$ cat config.mk
export PLATFORM = sky130hd
export DESIGN_NAME = tree_plru_assoc_cache_unit
export DESIGN_NICKNAME = d
export VERILOG_FILES = /design/src/hw/rtl/tpac_pkg.sv /design/src/hw/rtl/tree_plru_assoc_cache_unit.sv /design/src/hw/rtl/tpac_ctrl.sv /design/src/hw/rtl/tpac_dp.sv
export SDC_FILE = /design/constraint.sdc
export NUM_CORES = 1
export LEC_CHECK = 0
export BUFFER_PORTS_ARGS = -buffer_cell sky130_fd_sc_hd__buf_2
export CORE_MARGIN = 2
export CORE_UTILIZATION = 50
export CTS_CLUSTER_SIZE = 28
export DETAILED_ROUTE_END_ITERATION = 10
export PLACE_DENSITY = 0.75
export SLEW_MARGIN = 5
export SYNTH_ARGS = -nofsm -noshare
export SYNTH_HDL_FRONTEND = slang
export SYNTH_HIERARCHICAL = 1
export SYNTH_SLANG_ARGS = --single-unit
$ cat constraint.sdc
create_clock -name clk -period 7.8 [get_ports clk]
set_input_delay 1.95 -clock clk [delete_from_list [all_inputs] [get_ports clk]]
set_output_delay 1.95 -clock clk [all_outputs]
set_load 0.005 [all_outputs]
$ cat src/hw/rtl/tpac_pkg.sv
// tpac_pkg: shared constants, controller state encoding and the
// command / status bundles passed between tpac_ctrl and tpac_dp.
// No dependencies.
`default_nettype none

package tpac_pkg;

	localparam int LINES_DEF      = 8;
	localparam int KEY_BITS_DEF   = 32;
	localparam int VALUE_BITS_DEF = 32;
	localparam int FIELD_BITS     = 32;
	localparam int LINE_BITS      = 3;

	typedef enum logic [6:0] {
		ST_IDLE  = 7'b0000001,
		ST_CMP   = 7'b0000010,
		ST_SEL   = 7'b0000100,
		ST_WALK  = 7'b0001000,
		ST_FILL  = 7'b0010000,
		ST_TOUCH = 7'b0100000,
		ST_OUT   = 7'b1000000
	} state_t;

	typedef struct packed {
		logic load_in;
		logic compare;
		logic select;
		logic walk;
		logic fill;
		logic touch;
		logic load_out;
	} dp_cmd_t;

	typedef struct packed {
		logic any_match;
		logic walk_done;
		logic touch_done;
	} dp_status_t;

endpackage

`default_nettype wire

$ cat src/hw/rtl/tree_plru_assoc_cache_unit.sv
// Fully associative cache of LINES lines with tree pseudo-LRU replacement.
// Each input beat (key, fill_value) gives one result beat. A key that matches
// a valid line returns that line and its value; otherwise the tree bits pick
// a victim, which takes the key and fill value, and any valid key it held is
// reported as evicted. The tree bits on the accessed line's path then point
// away from it. Valid and tree bits clear at reset. One access is handled at
// a time: load, compare and select, then on a miss a tree walk and a fill,
// then the path update and the result load. A line's leaf lies at most
// ceil(log2(LINES)) levels deep, 3 for eight lines; the tree walk and the
// path update each advance one level per cycle. A finished result waits in
// the output register and blocks the next result, not the next input.
// Depends on tpac_pkg, tpac_ctrl and tpac_dp.
`default_nettype none

module tree_plru_assoc_cache_unit #(
	parameter int LINES      = tpac_pkg::LINES_DEF,
	parameter int KEY_BITS   = tpac_pkg::KEY_BITS_DEF,
	parameter int VALUE_BITS = tpac_pkg::VALUE_BITS_DEF
) (
	input  wire logic                            clk,
	input  wire logic                            arst_n,
	input  wire logic                            in_valid,
	output logic                                 in_ready,
	input  wire logic [tpac_pkg::FIELD_BITS-1:0] key,
	input  wire logic [tpac_pkg::FIELD_BITS-1:0] fill_value,
	output logic                                 out_valid,
	input  wire logic                            out_ready,
	output logic                                 hit,
	output logic [tpac_pkg::LINE_BITS-1:0]       line,
	output logic [tpac_pkg::FIELD_BITS-1:0]      value_out,
	output logic                                 evicted,
	output logic [tpac_pkg::FIELD_BITS-1:0]      evicted_key
);

	tpac_pkg::dp_cmd_t    cmd;
	tpac_pkg::dp_status_t status;

	tpac_ctrl u_ctrl (
		.clk       (clk),
		.arst_n    (arst_n),
		.in_valid  (in_valid),
		.in_ready  (in_ready),
		.out_valid (out_valid),
		.out_ready (out_ready),
		.status    (status),
		.cmd       (cmd)
	);

	tpac_dp #(
		.LINES      (LINES),
		.KEY_BITS   (KEY_BITS),
		.VALUE_BITS (VALUE_BITS)
	) u_dp (
		.clk         (clk),
		.arst_n      (arst_n),
		.cmd         (cmd),
		.status      (status),
		.key         (key),
		.fill_value  (fill_value),
		.hit         (hit),
		.line        (line),
		.value_out   (value_out),
		.evicted     (evicted),
		.evicted_key (evicted_key)
	);

	a_hit_no_evict: assert property (@(posedge clk) disable iff (!arst_n)
		out_valid |-> !(hit && evicted))
		else $error("hit beat reports an eviction");

	a_evkey_zero: assert property (@(posedge clk) disable iff (!arst_n)
		(out_valid && !evicted) |-> (evicted_key == '0))
		else $error("evicted_key nonzero without eviction");

	a_one_at_a_time: assert property (@(posedge clk) disable iff (!arst_n)
		(in_valid && in_ready) |=> !in_ready)
		else $error("second beat accepted while access in flight");

	a_single_cmd: assert property (@(posedge clk) disable iff (!arst_n)
		$onehot0({cmd.load_in, cmd.compare, cmd.select, cmd.walk, cmd.fill,
			cmd.touch, cmd.load_out}))
		else $error("controller issued overlapping datapath commands");

endmodule

`default_nettype wire

$ cat src/hw/rtl/tpac_ctrl.sv
// tpac_ctrl: sequencing state machine for one cache access at a time.
// Depends on tpac_pkg; drives tpac_dp through dp_cmd_t.
`default_nettype none

module tpac_ctrl (
	input  wire logic                  clk,
	input  wire logic                  arst_n,
	input  wire logic                  in_valid,
	output logic                       in_ready,
	output logic                       out_valid,
	input  wire logic                  out_ready,
	input  wire tpac_pkg::dp_status_t  status,
	output tpac_pkg::dp_cmd_t          cmd
);

	tpac_pkg::state_t state_q, state_d;
	logic             out_valid_q;
	logic             out_free;

	assign out_free  = !out_valid_q || out_ready;
	assign in_ready  = (state_q == tpac_pkg::ST_IDLE);
	assign out_valid = out_valid_q;

	always_comb begin
		state_d = state_q;
		cmd     = '0;
		unique case (state_q)
			tpac_pkg::ST_IDLE: begin
				if (in_valid) begin
					cmd.load_in = 1'b1;
					state_d     = tpac_pkg::ST_CMP;
				end
			end
			tpac_pkg::ST_CMP: begin
				cmd.compare = 1'b1;
				state_d     = tpac_pkg::ST_SEL;
			end
			tpac_pkg::ST_SEL: begin
				cmd.select = 1'b1;
				state_d    = status.any_match ? tpac_pkg::ST_TOUCH : tpac_pkg::ST_WALK;
			end
			tpac_pkg::ST_WALK: begin
				cmd.walk = 1'b1;
				if (status.walk_done) begin
					state_d = tpac_pkg::ST_FILL;
				end
			end
			tpac_pkg::ST_FILL: begin
				cmd.fill = 1'b1;
				state_d  = tpac_pkg::ST_TOUCH;
			end
			tpac_pkg::ST_TOUCH: begin
				cmd.touch = 1'b1;
				if (status.touch_done) begin
					state_d = tpac_pkg::ST_OUT;
				end
			end
			tpac_pkg::ST_OUT: begin
				if (out_free) begin
					cmd.load_out = 1'b1;
					state_d      = tpac_pkg::ST_IDLE;
				end
			end
			default: begin
				state_d = tpac_pkg::ST_IDLE;
			end
		endcase
	end

	always_ff @(posedge clk or negedge arst_n) begin
		if (!arst_n) begin
			state_q     <= tpac_pkg::ST_IDLE;
			out_valid_q <= 1'b0;
		end else begin
			state_q <= state_d;
			if (cmd.load_out) begin
				out_valid_q <= 1'b1;
			end else if (out_ready) begin
				out_valid_q <= 1'b0;
			end
		end
	end

endmodule

`default_nettype wire

$ cat src/hw/rtl/tpac_dp.sv
// tpac_dp: tag store, valid and tree bits, value memory, victim walk,
// tree update and the result beat register.
// Depends on tpac_pkg; commanded by tpac_ctrl.
`default_nettype none

module tpac_dp #(
	parameter int LINES      = tpac_pkg::LINES_DEF,
	parameter int KEY_BITS   = tpac_pkg::KEY_BITS_DEF,
	parameter int VALUE_BITS = tpac_pkg::VALUE_BITS_DEF
) (
	input  wire logic                                 clk,
	input  wire logic                                 arst_n,
	input  wire tpac_pkg::dp_cmd_t                    cmd,
	output tpac_pkg::dp_status_t                      status,
	input  wire logic [tpac_pkg::FIELD_BITS-1:0]      key,
	input  wire logic [tpac_pkg::FIELD_BITS-1:0]      fill_value,
	output logic                                      hit,
	output logic [tpac_pkg::LINE_BITS-1:0]            line,
	output logic [tpac_pkg::FIELD_BITS-1:0]           value_out,
	output logic                                      evicted,
	output logic [tpac_pkg::FIELD_BITS-1:0]           evicted_key
);

	localparam int FB    = tpac_pkg::FIELD_BITS;
	localparam int LB    = tpac_pkg::LINE_BITS;
	localparam int KW    = (KEY_BITS < FB) ? KEY_BITS : FB;
	localparam int VW    = (VALUE_BITS < FB) ? VALUE_BITS : FB;
	localparam int NODES = LINES - 1;
	localparam int IW    = $clog2(LINES);
	localparam int NW    = $clog2(2 * LINES - 1);
	localparam int TW    = (NODES > 1) ? $clog2(NODES) : 1;

	logic [KW-1:0]    key_q;
	logic [VW-1:0]    val_q;
	logic [KW-1:0]    keys_q [LINES];
	logic [LINES-1:0] valid_q;
	logic [NODES-1:0] tree_q;
	logic [VW-1:0]    val_mem [LINES];
	logic [VW-1:0]    rd_q;
	logic [LINES-1:0] match_q;
	logic [IW-1:0]    idx_q;
	logic [NW-1:0]    node_q;
	logic [NW-1:0]    leaf_q;
	logic             hit_q;
	logic             ev_q;
	logic [KW-1:0]    ev_key_q;

	logic [IW-1:0]    first_idx;
	logic [NW:0]      node_next;
	logic [NW-1:0]    node_off;
	logic [NW-1:0]    leaf_m1;
	logic [NW-1:0]    parent;

	// lowest matching line
	always_comb begin
		first_idx = '0;
		for (int i = LINES - 1; i >= 0; i--) begin
			if (match_q[i]) begin
				first_idx = IW'(i);
			end
		end
	end

	assign node_next = {node_q, 1'b0} + ((NW + 1)'(tree_q[node_q[TW-1:0]] ? 2 : 1));
	assign node_off  = node_q - NW'(NODES);
	assign leaf_m1   = leaf_q - NW'(1);
	assign parent    = leaf_m1 >> 1;

	assign status.any_match  = |match_q;
	assign status.walk_done  = (node_q >= NW'(NODES));
	assign status.touch_done = (leaf_q == '0);

	always_ff @(posedge clk or negedge arst_n) begin
		if (!arst_n) begin
			valid_q <= '0;
			tree_q  <= '0;
		end else begin
			if (cmd.fill) begin
				valid_q[idx_q] <= 1'b1;
			end
			if (cmd.touch && !status.touch_done) begin
				tree_q[parent[TW-1:0]] <= leaf_q[0];
			end
		end
	end

	always_ff @(posedge clk) begin
		if (cmd.load_in) begin
			key_q <= key[KW-1:0];
			val_q <= fill_value[VW-1:0];
		end
		if (cmd.compare) begin
			for (int i = 0; i < LINES; i++) begin
				match_q[i] <= valid_q[i] && (keys_q[i] == key_q);
			end
		end
		if (cmd.select) begin
			hit_q    <= status.any_match;
			ev_q     <= 1'b0;
			ev_key_q <= '0;
			node_q   <= '0;
			if (status.any_match) begin
				idx_q  <= first_idx;
				leaf_q <= NW'(first_idx) + NW'(NODES);
			end
		end
		if (cmd.walk) begin
			if (status.walk_done) begin
				idx_q <= node_off[IW-1:0];
			end else begin
				node_q <= node_next[NW-1:0];
			end
		end
		if (cmd.fill) begin
			keys_q[idx_q] <= key_q;
			ev_q          <= valid_q[idx_q];
			ev_key_q      <= valid_q[idx_q] ? keys_q[idx_q] : '0;
			leaf_q        <= NW'(idx_q) + NW'(NODES);
		end
		if (cmd.touch && !status.touch_done) begin
			leaf_q <= parent;
		end
		if (cmd.load_out) begin
			hit         <= hit_q;
			line        <= LB'(idx_q);
			value_out   <= FB'(rd_q);
			evicted     <= ev_q;
			evicted_key <= FB'(ev_key_q);
		end
	end

	// value store, registered read
	always_ff @(posedge clk) begin
		if (cmd.fill) begin
			val_mem[idx_q] <= val_q;
		end
		rd_q <= val_mem[idx_q];
	end

endmodule

`default_nettype wire

# After elaboration in Yosys (flattened, before gate mapping)
# Memories as Yosys holds them, arrays and structs flattened. A register that Yosys moved wholly into a read port is not among the register bits.
# Index checks and enable logic that the tools add are counted.
[word_totals]
ram_bits = 512
reg_bits = 209
memories = 2
in_bits = 68
output_inout_bits = 71
wordCells = 129
[op_classes]
bitwise = 1
n_lt_le_gt_ge = 6
n_eq_ne = 19
n_mux = 53
reduce_logical = 24
n_addsub = 5
[memory_table]
columns = ["name", "depth", "word_bits", "read_ports", "rd_clocked_by_memory_dff", "wr", "line", "source"]
rows = [
  ["u_dp.keys_q", 8, 32, 9, 1, 1, "tpac_dp.sv:35", "logic [KW-1:0] keys_q [LINES];"],
  ["u_dp.val_mem", 8, 32, 1, 1, 1, "tpac_dp.sv:38", "logic [VW-1:0] val_mem [LINES];"],
]
[op_table]
columns = ["operator", "count"]
rows = [
  ["32-bit == test", 8],
  ["32-bit 2-to-1 mux", 3],
  ["7-bit case mux with 7 select lines", 1],
  ["3-bit 2-to-1 mux", 13],
  ["7-bit 2-to-1 mux", 4],
  ["4-bit 2-to-1 mux", 6],
  ["1-bit 2-to-1 mux", 19],
  ["3-bit by 4-bit less-than comparator with 1-bit output (second input constant)", 3],
  ["1-bit logical AND", 11],
  ["3-bit by 3-bit adder with 4-bit output (second input constant)", 2],
  ["8-bit OR", 1],
  ["8-bit OR reduction", 1],
  ["7-bit bitwise mux", 1],
  ["7-bit by 1-bit == test with 1-bit output (second input constant)", 1],
  ["7-bit by 2-bit == test with 1-bit output (second input constant)", 1],
  ["7-bit by 3-bit == test with 1-bit output (second input constant)", 1],
  ["7-bit by 4-bit == test with 1-bit output (second input constant)", 1],
  ["7-bit by 5-bit == test with 1-bit output (second input constant)", 1],
  ["7-bit by 6-bit == test with 1-bit output (second input constant)", 1],
  ["7-bit == test (second input constant)", 1],
  ["1-bit binary-select mux with 3-bit select", 2],
  ["1-bit demux with 3-bit select", 2],
  ["3-bit by 1-bit >= comparator with 1-bit output (second input constant)", 2],
  ["6-bit 2-to-1 mux", 1],
  ["other kinds (14)", 21],
]

# Depth between registers and ports, before layout
# Gate-level depths: netlist of the first run.
[logic_depth]
word_depth = 13
depth_mapped = 11
mapped_depth_nobuf = 9

# By module
# The synthesis of the first run kept the hierarchy.
[by_module_without_submodules]
columns = ["mod", "cells_each", "seq_area_each_um2", "n_inst", "area_per_inst_um2"]
rows = [
  ["tpac_dp", 1531, 21896.0, 1, 29617.2],
  ["tpac_ctrl", 54, 201.4, 1, 514.2],
]

# Worst setup path after synthesis of the first run
# No wires, ideal clock.
[synth_path]
path_type = "flip-flop to flip-flop"
start = "register u_ctrl.state_q[0]"
end = "register u_dp.valid_q[2]"
required_time_ps = 7708
path_stages_with_launch = 9
arrival_ps = 6263
n_path_buf = 2
period_less_slack_ps = 6355
setup_slack_ps = 1445
setup_time_ps = 92
path_cell_list = "dfstp_2 -> buf_6 -> nor3_2 -> nand2_1 -> nor2_1 -> clkbuf_1 -> nand2_1 -> nor3_1 -> or2_2"
[synth_rtl]
columns = ["item", "line", "source"]
rows = [
  ["start, declared", "tpac_ctrl.sv:16", "tpac_pkg::state_t state_q, state_d;"],
  ["start signal, assigned", "tpac_ctrl.sv:72", "state_q <= tpac_pkg::ST_IDLE;"],
  ["start signal, assigned", "tpac_ctrl.sv:75", "state_q <= state_d;"],
  ["end signal, assigned", "tpac_dp.sv:75", "valid_q <= '0;"],
  ["end signal, assigned by index", "tpac_dp.sv:79", "valid_q[idx_q] <= 1'b1;"],
  ["end, declared", "tpac_dp.sv:36", "logic [LINES-1:0] valid_q;"],
]

==> impl_table.tex, run 1 <==
\begin{tabular}{lr}
\hline
Metric & Value \\
\hline
\multicolumn{2}{l}{\textbf{Timing}} \\
\quad Worst Max-Slew Pin Slew & 1.20 ns \\
\quad Setup slack after layout & 3.68 ns \\
\quad RSZ-0062 raised after global routing & no \\
\quad Pins over their slew limit & 0 \\
\quad Setup violators final & 0 \\
\quad Maximum operating frequency & 0.243 GHz \\
\quad TNS Setup & 0 ns \\
\quad Final Cycle Share & 0.528 \\
\quad Hold Violations, Final & 0 \\
\quad Clk\_skew & 0.0238 ns \\
\quad Time the worst path needs with I/O delays and setup & about 4 ns \\
\quad Headroom to the max-slew limit & 0.199 \\
\multicolumn{2}{l}{\textbf{Logic synthesis}} \\
\quad Proportion of synthesized chip area in sequential cells & 0.733 \\
\quad Fraction of the mapped netlist area in simple logic gates & 0.0422 \\
\quad Post-Synthesis Net Count & approximately 1700 \\
\quad Ys async rst share & 0.0305 \\
\quad Summed instance area of the synthesized netlist & 30100 µm² \\
\quad Most common flop cell mapped by yosys & sky130\_fd\_sc\_hd\_\_edfxtp\_1 \\
\quad Yosys warnings & 6 \\
\quad Mux contribution to synthesized area & 0.124 \\
\quad Synth Area per Inst & 19.0 µm² \\
\quad Unique masters post-synth & 56 \\
\quad Adder-cell share of the synthesized area & 0.00208 \\
\quad Cell count after synthesis & 1585 \\
\quad Fraction of the mapped netlist area in compound gates & 0.00889 \\
\quad Main combinational cell family by area after synthesis & multiplexers \\
\quad Count of flip-flops with a built-in enable after synthesis & 690 \\
\quad Xor-xnor portion of the synthesized cell area & 0.0753 \\
\quad Number of synthesized register bits & 753 \\
\multicolumn{2}{l}{\textbf{Layout}} \\
\quad Core Util, Final & 0.572 \\
\quad Post-Layout Inst Area & 33900 µm² \\
\quad Number of inserted filler cells in the final layout & 4381 \\
\quad Ratio of cells with drive above 1 in the final layout & 0.253 \\
\quad Area of combinational cells with multiple inputs & 7680 µm² \\
\quad Final Non-Filler Cells & 2572 \\
\quad Final-stage net count & 1812 \\
\quad FF/Latch Area & around 22000 µm² \\
\quad ANT cells & 0 \\
\quad Layout overhead on the synthesized area & 12.6\% \\
\multicolumn{2}{l}{\textbf{Critical path}} \\
\quad Data required time of the worst path & 8.04 ns \\
\quad Startpoint Class & flop \\
\quad Data arrival time of the worst path & 4.36 ns \\
\quad Crit. End Element & flop \\
\quad Delay contributed by the slowest stage of the critical path & slightly above 1 ns \\
\quad Category of the most critical setup path & reg -> reg \\
\quad Crit Path Max Fanout & 33 \\
\quad Cell type of the slowest stage on the worst timing path & sky130\_fd\_sc\_hd\_\_nor2\_4 \\
\quad Crit path cell chain & nor3\_2, nand2\_1, nor2\_1, nand2b\_1, nor2\_4, buf\_4 \\
\multicolumn{2}{l}{\textbf{Clock network}} \\
\quad Hold bufs inserted after CTS & 0 \\
\quad Post-cts repair resize count & 0 \\
\quad Number of clock sinks & between 700 and 800 \\
\quad CTS H-tree depth & 3 \\
\quad Clock latency of the later-clocked register in the worst-skew pair & 0.62 ns \\
\quad Clock tree root driver cell & sky130\_fd\_sc\_hd\_\_clkbuf\_16 \\
\quad CTS Buf Count & 75 \\
\quad Number of buffers inserted to repair setup after CTS & 0 \\
\quad CTS clk-pin slew, worst paths & 0.06 ns \\
\quad Clock tree from TritonCTS & built \\
\quad Maximum buffer depth of the clock tree & 3 \\
\multicolumn{2}{l}{\textbf{Place}} \\
\quad Number of input and output port buffers inserted & 138 \\
\quad Worst slack after detailed placement & 3.71 ns \\
\quad RD Place Congestion & around 0.93 \\
\quad Detailed Place HPWL & 42.6 mm \\
\quad Cell area after placement & 31600 µm² \\
\quad Number of placed cells counting well taps & between 2000 and 2500 \\
\multicolumn{2}{l}{\textbf{Detailed routing}} \\
\quad DR vias & between 15000 and 20000 \\
\quad Vias per cell & 5.92 \\
\quad DRC violation total after the first TritonRoute iteration & 1845 \\
\quad Average routed wire per standard cell & approximately 26 µm \\
\quad Post-route ant nets & 0 \\
\quad Drt total wl & between 60 and 70 mm \\
\quad Detailed-router iteration count before antenna repair & 5 \\
\quad DRC & 0 \\
\multicolumn{2}{l}{\textbf{Floorplan}} \\
\quad Die area & 62200 µm² \\
\quad Initial standard-cell utilization of the core & 0.508 \\
\quad Placeable core region & 59400 µm² \\
\quad Standard-cell rows & 89 \\
\quad Height of the die & 249 µm \\
\quad Top-Level Pins & about 140 \\
\quad Floorplan die width & 249 µm \\
\multicolumn{2}{l}{\textbf{Power}} \\
\quad Leakage power summed over all cells & 0.0113 µW \\
\quad PwrDens & 311 nW/µm² \\
\quad VDD IR max & 0.000186 V \\
\multicolumn{2}{l}{\textbf{GRT}} \\
\quad Maximum number of pins on one net before global-route repair & 70 \\
\quad Remaining global-route overflow & 0 \\
\quad Antenna violations before repair & 1 \\
\quad Total GRT Usage & 0.218 \\
\quad Vias in the first global route & 15300 \\
\quad Global-route wire length before repair & roughly 100 mm \\
\multicolumn{2}{l}{\textbf{Run status}} \\
\quad Result of the run & completed \\
\multicolumn{2}{l}{\textbf{Run}} \\
\quad Max-cap violation count & 0 \\
\multicolumn{2}{l}{\textbf{Min path}} \\
\quad Class of the tightest hold or removal check & reg -> reg \\
\hline
\end{tabular}
==> report_power, final <==
part / switching (µW) / leakage [µW] / total (µW) / internal (µW)
clock network: 1490 / 0.00112 / 3410 / 1920
logic: 901 / 0.00326 / 1730 / 826
registers: 513 / 0.00693 / 5400 / 4880
==> worst paths after layout <==
check                             startpoint           endpoint  slack [ns]  depth (start not counted)
max                        u_ctrl/state_q[6]  u_dp/keys_q[1][2]        3.68                          6
min reg2reg                     u_dp/rd_q[7]  u_dp/value_out[7]        0.39                          0
min in group asynchronous             arst_n   u_ctrl/out_valid        1.31                          1
max in group asynchronous             arst_n    u_dp/valid_q[1]        6.10                          1
min                             u_dp/rd_q[7]  u_dp/value_out[7]        0.39                          0
max reg2reg                u_ctrl/state_q[6]  u_dp/keys_q[1][2]        3.68                          6
==> layer usage <==
layer / track usage / routed length, µm / part of all wire
met4: 0.0795 / 2130 / 0.032
met2: 0.335 / 31200 / 0.46
met1: 0.310 / 28200 / 0.42
met5: 0 / 13 / 0.00019
met3: 0.0469 / 5840 / 0.087
==> placed cells by master (no fill, tap or decap), drive strengths merged, types with 7 or more instances in the layout <==
cell / netlist / layout
xnor2: 10 / 10
a21oi: 7 / 7
xor2: 249 / 249
edfxtp: 690 / 690
nor2: 53 / 53
nand3: 25 / 25
dfrtp: 22 / 22
mux4: 131 / 131
o21ai: 9 / 9
nor3: 24 / 24
clkbuf: 45 / 101
buf: 34 / 156
nor4: 59 / 59
nand4: 10 / 10
clkinv: 0 / 26
nand2: 21 / 21
or2: 9 / 9
mux2: 39 / 39
nand2b: 9 / 9
nor3b: 8 / 8
dfxtp: 40 / 40
mux2i: 35 / 35
inv: 11 / 13
==> final cells by class <==
type / instances / area share
sequential: 753 / 0.652
multi-input combinational: 742 / 0.226
clock buffer: 101 / 0.0591
tap: 773 / 0.0285
timing repair buffer: 156 / 0.0243
clock inverter: 36 / 0.00903
inverter: 11 / 0.00122
==> flip-flops by register name (all words and copies together), names as in the netlist, 8 cells and up <==
name / cells
u_dp/keys_q: 256
u_dp/key_q: 32
u_dp/valid_q: 8
u_dp/match_q: 8
u_dp/rd_q: 32
u_dp/val_q: 32
u_dp/ev_key_q: 32
u_dp/value_out: 32
u_dp/val_mem: 256
u_dp/evicted_key: 32
==> Yosys cell counts (2+ instances only) <==
master / instances / area share
sky130_fd_sc_hd__edfxtp_1: 690 / 0.69
sky130_fd_sc_hd__xor2_1: 249 / 0.072
sky130_fd_sc_hd__mux4_2: 131 / 0.098
sky130_fd_sc_hd__nor4_1: 59 / 0.012
sky130_fd_sc_hd__nor2_1: 53 / 0.0066
sky130_fd_sc_hd__clkbuf_1: 45 / 0.0056
sky130_fd_sc_hd__dfxtp_1: 40 / 0.027
sky130_fd_sc_hd__mux2i_1: 35 / 0.012
sky130_fd_sc_hd__mux2_2: 34 / 0.013
sky130_fd_sc_hd__nand3_1: 25 / 0.0042
sky130_fd_sc_hd__dfrtp_1: 22 / 0.018
sky130_fd_sc_hd__nor3_1: 22 / 0.0037
sky130_fd_sc_hd__buf_2: 20 / 0.0033
sky130_fd_sc_hd__nand2_1: 20 / 0.0025
sky130_fd_sc_hd__inv_1: 10 / 0.0012
sky130_fd_sc_hd__nand4_1: 10 / 0.0021
sky130_fd_sc_hd__xnor2_1: 10 / 0.0029
sky130_fd_sc_hd__nand2b_1: 9 / 0.0019
sky130_fd_sc_hd__buf_4: 8 / 0.0020
sky130_fd_sc_hd__a21oi_1: 7 / 0.0012
sky130_fd_sc_hd__or2_2: 7 / 0.0015
sky130_fd_sc_hd__nor3b_1: 6 / 0.0015
sky130_fd_sc_hd__o21ai_0: 6 / 0.0010
sky130_fd_sc_hd__ha_1: 5 / 0.0021
sky130_fd_sc_hd__mux2_1: 5 / 0.0019
sky130_fd_sc_hd__nand3b_1: 5 / 0.0012
sky130_fd_sc_hd__buf_6: 4 / 0.0015
sky130_fd_sc_hd__o31ai_1: 4 / 0.0010
sky130_fd_sc_hd__a21boi_0: 3 / 0.00075
sky130_fd_sc_hd__a31oi_1: 3 / 0.00062
sky130_fd_sc_hd__and2_1: 3 / 0.00062
sky130_fd_sc_hd__o21ai_1: 3 / 0.00050
sky130_fd_sc_hd__a21o_1: 2 / 0.00050
sky130_fd_sc_hd__buf_1: 2 / 0.00025
sky130_fd_sc_hd__nor2b_1: 2 / 0.00042
sky130_fd_sc_hd__nor3_2: 2 / 0.00066
sky130_fd_sc_hd__nor3b_2: 2 / 0.00083
sky130_fd_sc_hd__nor4bb_1: 2 / 0.00066
sky130_fd_sc_hd__o211ai_1: 2 / 0.00050
sky130_fd_sc_hd__or2_1: 2 / 0.00042
==> logic make-up (layout without fill, tap and decap cells) <==
family / count (synthesis) / after routing
simple gates: 234 / 234
mux: 205 / 205
fa+ha+maj: 5 / 5
compound gates: 39 / 39
flops: 753 / 753
buf+inv: 90 / 304
xor+xnor: 259 / 259
==> through the flow <==
| stage | total power, µW | hold slack (ns) |
|---|---|---|
| after floorplan | 6570 | 0.386 |
| after global placement | 7160 | 0.390 |
| after detailed placement | 7200 | 0.390 |
| after CTS | 10600 | 0.383 |
| after global routing | 10900 | 0.407 |
| final | 10500 | 0.387 |
==> critical path: cells and delay by family (launching register included) <==
| family | cells | cell delay (ns) |
|---|---|---|
| buf+inv | 1 | 0.63 |
| flops | 1 | 0.47 |
| simple gates | 5 | 2.60 |
(Power assumes the default switching activity.)
==> run 2: changes to the inputs <==
- ABC_AREA: default -> 1
- PLACE_DENSITY: 0.75 -> 0.78
- clock period: 7.8 -> 3.35 ns (I/O delays scaled with it)
==> run 2 against run 1 <==
Net effect: sequential cell count is the same; via count increased by 40%; sequential share of layout area down 2.1 points; first-iteration DRC count grew 63%; combinational power rose to 3.2 times the previous value; critical path depth rose by 1; power grew 150%; clock skew increased by 0.0079 ns; final area increased by 3.3%; synthesized cell count up 61%; global-route usage grew 6.7 points.
==> impl_table.tex, run 2 <==
\begin{tabular}{lr}
\hline
Metric & Value \\
\hline
\multicolumn{2}{l}{\textbf{Detailed routing}} \\
\quad Drt total wl & 90.6 mm \\
\quad Average routed wire per standard cell & 25.4 µm \\
\quad Detailed-router iteration count before antenna repair & 5 \\
\quad DR vias & 21300 \\
\quad DRC violation total after the first TritonRoute iteration & approximately 3000 \\
\quad Vias per cell & $\sim$6.0 \\
\quad Post-route ant nets & 0 \\
\quad DRC & 0 \\
\multicolumn{2}{l}{\textbf{Clock network}} \\
\quad Clock tree root driver cell & sky130\_fd\_sc\_hd\_\_clkbuf\_16 \\
\quad Clock latency of the later-clocked register in the worst-skew pair & 0.64 ns \\
\quad CTS clk-pin slew, worst paths & 0.06 ns \\
\quad Clock tree from TritonCTS & built \\
\quad Post-cts repair resize count & 0 \\
\quad Number of buffers inserted to repair setup after CTS & 0 \\
\quad Maximum buffer depth of the clock tree & 3 \\
\quad CTS Buf Count & 76 \\
\quad Hold bufs inserted after CTS & 0 \\
\quad Number of clock sinks & 753 \\
\quad CTS H-tree depth & 3 \\
\multicolumn{2}{l}{\textbf{GRT}} \\
\quad Met1 usage & 0.393 \\
\quad Met3 capacity usage during global routing & 0.0431 \\
\quad Global-route wire length before repair & 132 mm \\
\quad Vias in the first global route & 20300 \\
\quad Met2 usage in global routing & 0.455 \\
\quad Total GRT Usage & 0.284 \\
\quad Remaining global-route overflow & 0 \\
\quad Antenna violations before repair & 0 \\
\quad Maximum number of pins on one net before global-route repair & $\sim$180 \\
\quad Most crowded layer after global routing & met2 \\
\multicolumn{2}{l}{\textbf{Floorplan}} \\
\quad Height of the die & 252 µm \\
\quad Floorplan die width & between 200 and 300 µm \\
\quad Top-Level Pins & 139 \\
\quad Die area & 63300 µm² \\
\quad Initial standard-cell utilization of the core & 0.507 \\
\quad Placeable core region & 60500 µm² \\
\quad Standard-cell rows & 90 \\
\multicolumn{2}{l}{\textbf{Logic synthesis}} \\
\quad Synth Area per Inst & 12.0 µm² \\
\quad Cell count after synthesis & 2548 \\
\quad Summed instance area of the synthesized netlist & 30600 µm² \\
\quad Commonest cells in the netlist & sky130\_fd\_sc\_hd\_\_edfxtp\_1, sky130\_fd\_sc\_hd\_\_nor2\_1, sky130\_fd\_sc\_hd\_\_o21ai\_0 \\
\quad Portion of synthesized cell area occupied by the leading cell type & 0.676 \\
\quad Ys async rst share & 0.0305 \\
\quad Post-Synthesis Net Count & 2621 \\
\quad Most common flop cell mapped by yosys & sky130\_fd\_sc\_hd\_\_edfxtp\_1 \\
\quad Cell accounting for the most synthesized area & sky130\_fd\_sc\_hd\_\_edfxtp\_1 \\
\quad Count of flip-flops with a built-in enable after synthesis & 690 \\
\quad Leading cell type by number of instances after synthesis & sky130\_fd\_sc\_hd\_\_edfxtp\_1 \\
\quad Yosys warnings & 6 \\
\quad Cell types occupying the most area after synthesis & sky130\_fd\_sc\_hd\_\_edfxtp\_1, sky130\_fd\_sc\_hd\_\_nor2\_1, sky130\_fd\_sc\_hd\_\_o21ai\_0 \\
\quad Number of synthesized register bits & 753 \\
\quad Unique masters post-synth & 39 \\
\quad Proportion of synthesized chip area in sequential cells & 0.721 \\
\multicolumn{2}{l}{\textbf{Run}} \\
\quad Max-cap violation count & 0 \\
\multicolumn{2}{l}{\textbf{Critical path}} \\
\quad Crit. End Element & flop \\
\quad Data required time of the worst path & between 3 and 4 ns \\
\quad Startpoint Class & flop \\
\quad Category of the most critical setup path & reg -> reg \\
\quad Length in cells of the worst reg-to-reg path & 7 \\
\quad Reg-to-reg startpoint & u\_dp/idx\_q[0] \\
\quad Start point of the critical path & u\_dp/idx\_q[0] \\
\quad Capture point of the worst reg-to-reg path & u\_dp/ev\_key\_q[16] \\
\quad Crit Path Max Fanout & 86 \\
\quad CP Capture Point & u\_dp/ev\_key\_q[16] \\
\quad Data arrival time of the worst path & 2.95 ns \\
\quad Worst-case register-to-register setup slack & roughly 0.74 ns \\
\multicolumn{2}{l}{\textbf{Timing}} \\
\quad Clk\_skew & 0.0317 ns \\
\quad Headroom to the max-slew limit & 0.401 \\
\quad RSZ-0062 raised after global routing & no \\
\quad Hold Violations, Final & 0 \\
\quad Final Cycle Share & 0.778 \\
\quad Maximum operating frequency & $\sim$0.38 GHz \\
\quad Setup violators final & 0 \\
\quad Time the worst path needs with I/O delays and setup & between 2 and 3 ns \\
\quad Pins over their slew limit & 0 \\
\quad Worst Max-Slew Pin Slew & 0.899 ns \\
\multicolumn{2}{l}{\textbf{Min path}} \\
\quad Class of the tightest hold or removal check & in -> async \\
\multicolumn{2}{l}{\textbf{Place}} \\
\quad Detailed Place HPWL & 59.5 mm \\
\quad Number of input and output port buffers inserted & between 100 and 150 \\
\quad RD Place Congestion & 1.02 \\
\quad Number of placed cells counting well taps & roughly 3400 \\
\multicolumn{2}{l}{\textbf{Power}} \\
\quad Switch share & 0.317 \\
\quad Leakage power summed over all cells & 0.0124 µW \\
\quad Share of total power in combinational logic & 0.213 \\
\quad Clock network power share & 0.332 \\
\quad Net load switching power & 8290 µW \\
\quad Internal power & about 18000 µW \\
\quad Sequential group share of total power & 0.455 \\
\quad Final total power & 26100 µW \\
\quad VDD IR max & 0.000573 V \\
\quad PwrDens & 745 nW/µm² \\
\multicolumn{2}{l}{\textbf{Layout}} \\
\quad Area of combinational cells with multiple inputs & around 7400 µm² \\
\quad Final-stage net count & 2789 \\
\quad Final Non-Filler Cells & 3562 \\
\quad Layout overhead on the synthesized area & 14.4\% \\
\quad Leading cell types in the layout, fill and taps excluded & sky130\_fd\_sc\_hd\_\_edfxtp\_1, sky130\_fd\_sc\_hd\_\_nor2\_1, sky130\_fd\_sc\_hd\_\_o21ai\_0, sky130\_fd\_sc\_hd\_\_nand2\_1, sky130\_fd\_sc\_hd\_\_inv\_1 \\
\quad FF/Latch Area & roughly 22000 µm² \\
\quad Most common library cell in the layout ignoring fill and taps & sky130\_fd\_sc\_hd\_\_edfxtp\_1 \\
\quad Largest registers & u\_dp/keys\_q x256, u\_dp/val\_mem x256 \\
\quad Number of inserted filler cells in the final layout & 4764 \\
\quad Ratio of cells with drive above 1 in the final layout & 0.130 \\
\quad Core Util, Final & 0.580 \\
\multicolumn{2}{l}{\textbf{Run status}} \\
\quad Result of the run & completed \\
\hline
\end{tabular}
run 2: cell count changes after synthesis, sizes merged, moves of 131 or more:
cell	previous run	this run
mux4	131	0
nand2	21	285
xor2	249	42
nor2	53	452
o21ai	9	345
inv	11	180
run 2: cells by family (layout without fill, tap and decap cells):
logic type               count (synthesis)  in the layout  synth area share
other                                    0              4                 0
XOR/XNOR                                72             72            0.0206
buffers and inverters                  300            528            0.0394
adder cells (fa/ha/maj)                  5              5           0.00204
flip-flops                             753            753             0.721
AO/OA/AOI/OAI                          600            600             0.110
AND/OR/NAND/NOR                        818            818             0.106
run 2: cell type report:
type / instances / share of cell area
clock inverter: 42 / 0.0152
multi-input combinational: 1495 / 0.211
clock buffer: 96 / 0.0578
antenna: 4 / 0.000285
sequential: 753 / 0.630
inverter: 188 / 0.0203
tap: 782 / 0.0279
timing repair buffer: 202 / 0.0366
run 2: worst min path at each step:
stage / from / endpoint / slack [ns] / cells past startpoint
floorplan: u_dp/rd_q[0] / u_dp/value_out[0] / 0.39 / 0
global placement: u_dp/rd_q[18] / u_dp/value_out[18] / 0.39 / 0
detailed placement: u_dp/rd_q[21] / u_dp/value_out[21] / 0.39 / 0
CTS: arst_n / u_ctrl/out_valid / 0.17 / 1
global route: arst_n / u_ctrl/out_valid / 0.21 / 1
finish: arst_n / u_ctrl/out_valid / 0.19 / 1
run 2: power by group through the flow:
stage / Sequential, µW / Combinational, µW / Clock (µW)
after floorplan: 11900 / 3460 / 0
after global placement: 12100 / 5330 / 0
after detailed placement: 12100 / 5420 / 0
after CTS: 11900 / 5460 / 8780
after global routing: 12000 / 6010 / 9130
final: 11900 / 5560 / 8680
run 2: worst max-delay path, stage by stage (launching register included):
cell	delay [ns]
sky130_fd_sc_hd__dfxtp_4	0.41
sky130_fd_sc_hd__buf_4	0.69
sky130_fd_sc_hd__a21oi_1	0.14
sky130_fd_sc_hd__o21ai_0	0.11
sky130_fd_sc_hd__nand2_1	0.14
sky130_fd_sc_hd__o21ai_4	0.16
sky130_fd_sc_hd__buf_4	0.50
sky130_fd_sc_hd__a31oi_1	0.13
run 2: routing by layer:
layer,wire (µm),up-vias
li1,-,9397
met1,35100,10400
met5,0,-
met3,8970,184
met2,42800,1304
met4,3670,0
run 2: per-stage QoR:
stage | cell area (µm²) | setup TNS (ns) | setup WS [ns] | hold slack, ns
final | 35100 | 0 | 0.744 | 0.187
after global routing | 35100 | 0 | 0.545 | 0.211
after CTS | 35100 | 0 | 0.786 | 0.171
after detailed placement | 32500 | 0 | 0.832 | 0.389
after global placement | 32500 | 0 | 0.852 | 0.389
after floorplan | 30700 | -248.08 | -0.969 | 0.386
